**config.mk**
```make
export PLATFORM = sky130hd
export DESIGN_NAME = mrc_cfg
export DESIGN_NICKNAME = d
export VERILOG_FILES = /design/src/rtl/assert_macros.svh /design/src/rtl/mrc_pkg.sv /design/src/rtl/mrc_cfg.sv
export SDC_FILE = /design/constraint.sdc
export NUM_CORES = 2
export LEC_CHECK = 0
export BUFFER_PORTS_ARGS = -buffer_cell sky130_fd_sc_hd__buf_2
export CORE_ASPECT_RATIO = 0.8
export CORE_UTILIZATION = 41
export DETAILED_ROUTE_END_ITERATION = 10
export HOLD_SLACK_MARGIN = 0.03
export PLACE_DENSITY = 0.61
export SLEW_MARGIN = 20
export SYNTH_ARGS = -nofsm -noshare
export SYNTH_HDL_FRONTEND = slang
export SYNTH_SLANG_ARGS = --single-unit
```
**constraint.sdc**
```tcl
create_clock -name clk -period 9.3 [get_ports clk]
set_clock_uncertainty 0.15 [all_clocks]
set_input_delay 0.465 -clock clk [delete_from_list [all_inputs] [get_ports clk]]
set_output_delay 0.465 -clock clk [all_outputs]
set_load 0.005 [all_outputs]
```
**src/rtl/assert_macros.svh**
```systemverilog
// Assertion macros used by the converter top level.
`ifndef ASSERT_MACROS_SVH
`define ASSERT_MACROS_SVH
`ifndef ASSERT_OFF
`define MRC_ASSERT(lbl, clk, rst, prop) \
  lbl: assert property (@(posedge clk) disable iff (rst) prop) \
    else $error("converter assertion failed");
`define MRC_ASSERT_ALWAYS(lbl, clk, prop) \
  lbl: assert property (@(posedge clk) prop) else $error("converter assertion failed");
`else
`define MRC_ASSERT(lbl, clk, rst, prop)
`define MRC_ASSERT_ALWAYS(lbl, clk, prop)
`endif
`endif

```
**src/rtl/mrc_pkg.sv**
```systemverilog
// Shared types and constants of the mixed-radix index converter.
package mrc_pkg;

  localparam int AXES       = 4;
  localparam int AXIS_BITS  = 12;
  localparam int FLAT_W     = 48;
  localparam int BINS_W     = 13;
  localparam int STRIDE_W   = 3 * BINS_W;
  localparam int PROD_W     = 4 * BINS_W;
  localparam int TOTAL_W    = 49;
  localparam int DIV_STAGES = FLAT_W;
  localparam int CFG_LAT    = 5;
  localparam int IDX_W      = 3;

  // Register indexes of the configuration port.
  localparam logic [IDX_W-1:0] REG_NUM_AXES    = 3'd0;
  localparam logic [IDX_W-1:0] REG_AXIS_BINS_0 = 3'd1;
  localparam logic [IDX_W-1:0] REG_AXIS_BINS_1 = 3'd2;
  localparam logic [IDX_W-1:0] REG_AXIS_BINS_2 = 3'd3;
  localparam logic [IDX_W-1:0] REG_AXIS_BINS_3 = 3'd4;

  localparam logic CMD_FLATTEN   = 1'b0;
  localparam logic CMD_UNFLATTEN = 1'b1;

  localparam logic [TOTAL_W-1:0] TOTAL_MAX = {TOTAL_W{1'b1}};

  typedef struct packed {
    logic                 command;
    logic [AXIS_BITS-1:0] in_index_0;
    logic [AXIS_BITS-1:0] in_index_1;
    logic [AXIS_BITS-1:0] in_index_2;
    logic [AXIS_BITS-1:0] in_index_3;
    logic [FLAT_W-1:0]    in_flat;
  } in_t;

  typedef struct packed {
    logic [FLAT_W-1:0]    out_flat;
    logic [AXIS_BITS-1:0] out_index_0;
    logic [AXIS_BITS-1:0] out_index_1;
    logic [AXIS_BITS-1:0] out_index_2;
    logic [AXIS_BITS-1:0] out_index_3;
    logic                 beyond_total;
  } out_t;

  // Derived configuration seen by the lanes and the merge stage.
  typedef struct packed {
    logic                                busy;
    logic [2:0]                          n;
    logic [AXES-1:0][BINS_W-1:0]         eb;
    logic [AXES-1:0][STRIDE_W-1:0]       stride;
    logic [TOTAL_W-1:0]                  total;
  } cfg_t;

  // Item tag that travels beside the lanes.
  typedef struct packed {
    logic              valid;
    logic              command;
    logic [FLAT_W-1:0] flat;
  } tag_t;

endpackage

```
**src/rtl/mrc_cfg.sv**
```systemverilog
// Configuration registers, stride and total bin count computation.
module mrc_cfg import mrc_pkg::*; (
  input  logic              clk,
  input  logic              rst,
  input  logic              cfg_valid,
  input  logic [IDX_W-1:0]  cfg_index,
  input  logic [BINS_W-1:0] cfg_data,
  output logic              cfg_ready,
  output cfg_t              cfg
);

  logic [2:0]        num_axes;
  logic [BINS_W-1:0] axis_bins [AXES];
  logic [2:0]        n_use;
  logic [BINS_W-1:0] eb_comb [AXES];
  logic [BINS_W-1:0] eb [AXES];
  logic [2:0]        n;
  logic [2*BINS_W-1:0] p23;
  logic [STRIDE_W-1:0] p123;
  logic [PROD_W-1:0]   prod;
  logic [TOTAL_W-1:0]  total;
  logic [2:0]          busy_cnt;

  assign cfg_ready = 1'b1;

  // Register writes; unknown indexes are dropped.
  always_ff @(posedge clk) begin
    if (rst) begin
      num_axes <= 3'd1;
      for (int i = 0; i < AXES; i++) axis_bins[i] <= BINS_W'(1);
    end else if (cfg_valid) begin
      case (cfg_index)
        REG_NUM_AXES:    num_axes     <= cfg_data[2:0];
        REG_AXIS_BINS_0: axis_bins[0] <= cfg_data;
        REG_AXIS_BINS_1: axis_bins[1] <= cfg_data;
        REG_AXIS_BINS_2: axis_bins[2] <= cfg_data;
        REG_AXIS_BINS_3: axis_bins[3] <= cfg_data;
        default: ;
      endcase
    end
  end

  // Effective axis count and bin counts; unused axes and zero bin counts count as one bin.
  always_comb begin
    if (num_axes == 3'd0) n_use = 3'd1;
    else if (num_axes > 3'(AXES)) n_use = 3'(AXES);
    else n_use = num_axes;
    for (int j = 0; j < AXES; j++) begin
      if (3'(j) < n_use && axis_bins[j] != '0) eb_comb[j] = axis_bins[j];
      else eb_comb[j] = BINS_W'(1);
    end
  end

  // Product chain: bin counts registered, one multiplier per product stage, then the saturated total.
  always_ff @(posedge clk) begin
    n    <= n_use;
    eb   <= eb_comb;
    p23  <= (2*BINS_W)'(eb[2]) * (2*BINS_W)'(eb[3]);
    p123 <= STRIDE_W'(eb[1]) * STRIDE_W'(p23);
    prod <= PROD_W'(eb[0]) * PROD_W'(p123);
    total <= (prod > PROD_W'(TOTAL_MAX)) ? TOTAL_MAX : prod[TOTAL_W-1:0];
  end

  // Hold off items until the product chain has settled.
  always_ff @(posedge clk) begin
    if (rst || cfg_valid) busy_cnt <= 3'(CFG_LAT);
    else if (busy_cnt != 3'd0) busy_cnt <= busy_cnt - 3'd1;
  end

  always_comb begin
    cfg.busy      = (busy_cnt != 3'd0);
    cfg.n         = n;
    cfg.total     = total;
    for (int j = 0; j < AXES; j++) cfg.eb[j] = eb[j];
    cfg.stride[3] = STRIDE_W'(1);
    cfg.stride[2] = STRIDE_W'(eb[3]);
    cfg.stride[1] = STRIDE_W'(p23);
    cfg.stride[0] = p123;
  end

endmodule

```
# After elaboration in Yosys (flattened, before gate mapping)

Memory sizes are Yosys's and may differ from the RTL's.
Index checks and enable logic that the tools add are counted.
Widths: inputs -> output; s select.

Eq/ne operators: 4
Multiply operators: 3
Multiplexer cells: 24
Order comparisons: 6
Bitwise operators: 4
Reduce and logical (&&, ||, !) cells: 13
$add $sub $neg: 1

Operators with widths:

| operator             | number |
|---|---|
| $gt 52x49->1 const B | 1 |
| $mul 13x39->52       | 1 |
| $mux 13              | 4 |
| $reduce_bool 13->1   | 4 |
| $mul 13x26->39       | 1 |
| $mul 13x13->26       | 1 |
| $mux 1               | 18 |
| $eq 3x2->1 const B   | 2 |
| $logic_not 3->1      | 2 |
| $lt 1x3->1 const A   | 2 |
| $lt 2x3->1 const A   | 2 |
| $mux 3               | 2 |
| $logic_and 1x1->1    | 4 |
| $or 1x1->1           | 4 |
| $eq 3x1->1 const B   | 1 |
| $eq 3x3->1 const B   | 1 |
| $gt 3x3->1 const B   | 1 |
| $reduce_bool 3->1    | 1 |
| $sub 3x1->3 const B  | 1 |
| $reduce_and 2->1     | 1 |
| $logic_or 1x1->1     | 1 |

Output and inout bits: 262
Memory bits (writable): 52
Register bits: 227
Logic and storage cells: 67
Memories kept: 1
Bits of input ports: 19

Memories:

| memory    | words | width | rd ports | clocked after memory_dff | write ports | line          | RTL |
|---|---|---|---|---|---|---|---|
| axis_bins | 4     | 13    | 4        | 0                        | 4           | mrc_cfg.sv:13 | `logic [BINS_W-1:0] axis_bins [AXES];` |

# Longest topological paths before layout

Word-level depth: 6
Mapped depth: 24

# Worst setup path after synthesis

Ideal clock, no wire load.

Kind: reg-to-reg
From: reg eb (netlist bit cfg[219]) (read register of axis_bins)
To: reg p123[35]
Data required time: 9.030 ns
Slack: 3.399 ns
Arrival: 5.631 ns
Cell stages (with the launch flop): 22
Path through: dfxtp_1 > clkbuf_1 > clkbuf_1 > nand2_1 > fa_1 > inv_1 > fa_1 > fa_1 > inv_1 > fa_1 > fa_1 > inv_1 > ha_1 > o21a_1 > o21ai_2 > a221oi_2 > a31oi_1 > o41a_1 > a311o_4 > o31ai_4 > a21oi_1 > xnor2_1

Word-level cells in the longest chain between the ends: 1

Ends and longest elaborated chain:

| what                 | line          | RTL |
|---|---|---|
| start, declared      | mrc_cfg.sv:16 | `logic [BINS_W-1:0] eb [AXES];` |
| $mul 13x26->39       | mrc_cfg.sv:59 | `p123 <= STRIDE_W'(eb[1]) * STRIDE_W'(p23);` |
| end signal, assigned | mrc_cfg.sv:59 |  |
| end, declared        | mrc_cfg.sv:19 | `logic [STRIDE_W-1:0] p123;` |

No other way between the ends.
A chain may end at the register's enable or synchronous reset.

# Final worst setup path

From: reg eb (netlist bit cfg[225]) (read register of axis_bins)
To: reg p123[38]

Same word-level chain as after synthesis.

==> results by group <==
Critical path
  – Critical path cell sequence: nand2_1 > fa_1 > inv_1 > fa_1 > fa_1 > fa_1 > inv_1 > fa_1 > inv_1 > ha_1 > a2111oi_0 > a211oi_1 > o31ai_1 > nand2_1 > a311oi_1 > o31ai_1 > xnor2_1
  – Crit path max-delay cell type: dfxtp_1
  – R2r setup slk: 2.62 ns
  – CP Class: reg2reg
  – Crit Reg-Reg Startpoint: cfg[225]$_SDFF_PN0_
  – Crit end category: flop
  – Worst path bufs/invs: 3
  – CP most frequent cell: fa_1
  – Startpoint type of the worst setup path: flop
  – CP delay by family, top: adder cells
  – Arr. time, crit path: 6.97 ns
  – Worst reg2reg endpoint: p123[38]$_DFF_P_
  – Crit. Startpoint: cfg[225]$_SDFF_PN0_
  – Worst EP required: 9.58 ns
  – Slowest stage delay, CP: 1.07 ns
  – Worst-path fanout max: 27
  – Reg2reg path depth: 17

STA
  – Highest clock rate: 150 MHz
  – Final Slew Violations: 0
  – Fin crit period: 6.68 ns
  – Worst rel slew slack: 23.4%
  – Fin. Hold Viols: 0
  – Worst Max-Slew Pin Slew: 1.15 ns
  – Final Setup Violations: 0
  – Unrepaired setup endpoints after global routing: no
  – Tcrit/Tclk final: 71.8%
  – Hold Slack: 0.0820 ns
  – TNS Setup: 0 ns

Floorplan
  – Standard-cell rows: 101
  – Die Wd: 351 um
  – Die Span Y: 281 um
  – # IOs: 281
  – Initial Utilization: 41.7%
  – Die ar.: 98,600 sq um
  – Core Box Area: 95,700 sq um

Detailed routing
  – Met3 routed WL: 7230 um
  – DR top layer: met4
  – Drt first-iter violations: 1,604
  – Met2 wire len: 44,200 um
  – Vias: 27,800
  – TritonRoute pass-1 iters: 7
  – Vias/cell: 4.90
  – DRT antenna net count: 0
  – WL/cell: 17.6 um
  – Met1 wire length: 46,700 um
  – DRC: 0
  – Routed wire length: 100,000 um

Synth
  – Synthesized area: 39,900 sq um
  – Post-synth EDFFs: 52
  – Synth area leaders: fa_1 40%, dfxtp_1 11%, inv_1 8.4%, ha_1 8.0%, and2_1 7.1%
  – Synth Area in Compound Gates: 5.35%
  – Syn Inst Count: 4,342
  – Simple-gate portion of the synthesized area: 17.0%
  – Syn avg cell area: 9.19 sq um
  – Sequential area share after synthesis: 15.3%
  – Xor/xnor share of the synthesized area: 2.22%
  – Top_reg_cell synth: dfxtp_1
  – Ys async rst share: 0%
  – Mux share of post-synthesis cell area: 0.0502%
  – Main combinational cell family by area after synthesis: adder cells
  – Synth area leader: fa_1
  – Total of warnings raised by yosys: 0
  – Adder-Cell Fraction of Synth Area: 47.7%
  – Synthesized flop and latch total: 279
  – Post-synth top area share: 39.7%
  – Yosys cell types: 72

Layout
  – Nets: 5,425
  – Core Util, Final: 44.5%
  – Finished Cell Area: 42,600 sq um
  – Share of layout cells above drive strength 1: 6.96%
  – Commonest non-fill, non-tap cell in the layout: inv_1
  – Synthesis-to-layout area growth: 6.70%
  – Fill cell count: 9,327
  – Commonest cells after routing, fill and taps aside: 897 x inv_1, 792 x fa_1, 668 x nand2_1, 455 x and2_1, 254 x ha_1

Power and ir drop
  – P_leak: 22.0 nW
  – Power per cell area: 83.5 nW/um^2
  – Overall Power: 0.00355 W
  – Peak supply drop: 0.0000901 V

Placement
  – GPL Wtd Cong: 0.868
  – Placed instance area: 41,400 sq um
  – Post-DP HPWL: 76,600 um
  – Buffers on Ports: 201

Clock tree
  – Post-CTS Resized: 0
  – CTS H-Tree Depth: 2
  – Clock Root Buffer: clkbuf_16
  – Inserted Clock Buffers: 34
  – Clock latency on the worst-skew pair: 0.56 ns
  – Clock sink count: 279
  – Clk pin slew, worst setup/hold paths: 0.06 ns
  – CTS tree: yes
  – Post-CTS Setup Repair Bufs: 0
  – Hold Buf Count CTS: 1
  – CTS Buffer Depth: 3

Global routing
  – First-pass GRT wire length: 163,000 um
  – Largest net degree at the start of global routing: 42
  – Vias in the first global route: 29,400
  – Initial antenna violation count: 2
  – GRT Util Overall: 21.1%
  – Total gr overflow: 0

Flow run
  – Max_cap viols: 0

Run status
  – Status: finished, final reports clean

Worst hold path
  – HP Class: in2reg
  – WHS Path Cells: 2
  – HP Start: cfg_data[0]
  – Hold path endpoint: num_axes[0]$_SDFFE_PP1P_
-- sequential cells by signal, indices dropped and copies added, names as in the netlist --
| register | cells |
|---|---|
| p23 | 26 |
| total | 49 |
| axis_bins | 52 |
| prod | 52 |
| p123 | 39 |
| cfg | 52 |
| n | 3 |
| busy_cnt | 3 |
| num_axes | 3 |
-- layout make-up --
cell class                 instances  area [sq um]  area share (%)
antenna                            2          5.00          0.0118
timing repair buffer             224          1180            2.77
tap                             1287          1610            3.78
clock inverter                    18           163           0.382
multi-input combinational       2924         29200            68.6
sequential                       279          6110            14.3
clock buffer                      41           938            2.20
inverter                         897          3370            7.91
-- metrics by stage --
stage | setup slack, ns | cells
detailed placement | 2.64 | 5610
global route | 2.26 | 5670
CTS | 2.63 | 5670
floorplan | 3.40 | 4419
global placement | 2.76 | 5610
finish | 2.62 | 5672
-- synthesized netlist by cell type, types with 3 or more instances --
library cell	n
a2111oi_0	4
a211oi_1	10
a21o_1	63
a21oi_1	94
a221oi_1	3
a31o_2	5
a31oi_1	14
a41o_1	3
a41oi_1	3
and2_1	455
and3_1	13
and4_1	4
buf_4	92
clkbuf_1	226
dfxtp_1	227
edfxtp_1	52
fa_1	792
ha_1	254
inv_1	897
nand2_1	668
nand2b_1	65
nand3_1	19
nand4_1	20
nor2_1	55
nor2b_1	33
nor3_1	20
nor4_1	14
o2111ai_1	4
o211ai_1	3
o21a_1	12
o21ai_0	38
o21ai_1	6
o21bai_1	16
o31ai_1	6
or2_2	4
or3_1	3
xnor2_1	66
xor2_1	35
-- how the worst max path moves through the flow --
stage / endpoint / slack, ns / depth (start not counted)
final: p123[38]$_DFF_P_ / 2.62 / 17
after global routing: prod[44]$_DFF_P_ / 2.26 / 21
after CTS: p123[38]$_DFF_P_ / 2.63 / 17
after detailed placement: p123[38]$_DFF_P_ / 2.64 / 17
after global placement: p123[38]$_DFF_P_ / 2.76 / 17
after floorplan: p123[35]$_DFF_P_ / 3.40 / 21
-- report_power, final --
part | switching (W) | internal (W)
clock | 0.000559 | 0.000758
combinational | 0.000472 | 0.000320
sequential | 0.0000863 | 0.00136
-- kinds of logic (layout without fill, tap and decap cells) --
group,Yosys count,after routing
AOI/OAI and AO/OA,316,316
xor gates and xnor gates,101,101
adders and majority gates,1046,1046
buffers and inverters,1216,1180
DFF,279,279
muxes,2,2
other,2,81
and+or+nand+nor,1380,1380
-- per-layer routing --
| metal | global-route usage (%) | vias up |
|---|---|---|
| met3 | 4.42 | 122 |
| met1 | 30.1 | 14100 |
| met4 | 4.74 | 0 |
| li1 | - | 12700 |
| met2 | 32.9 | 847 |
| met5 | 0 | - |
No activity file was read; power rests on OpenSTA's default activity.
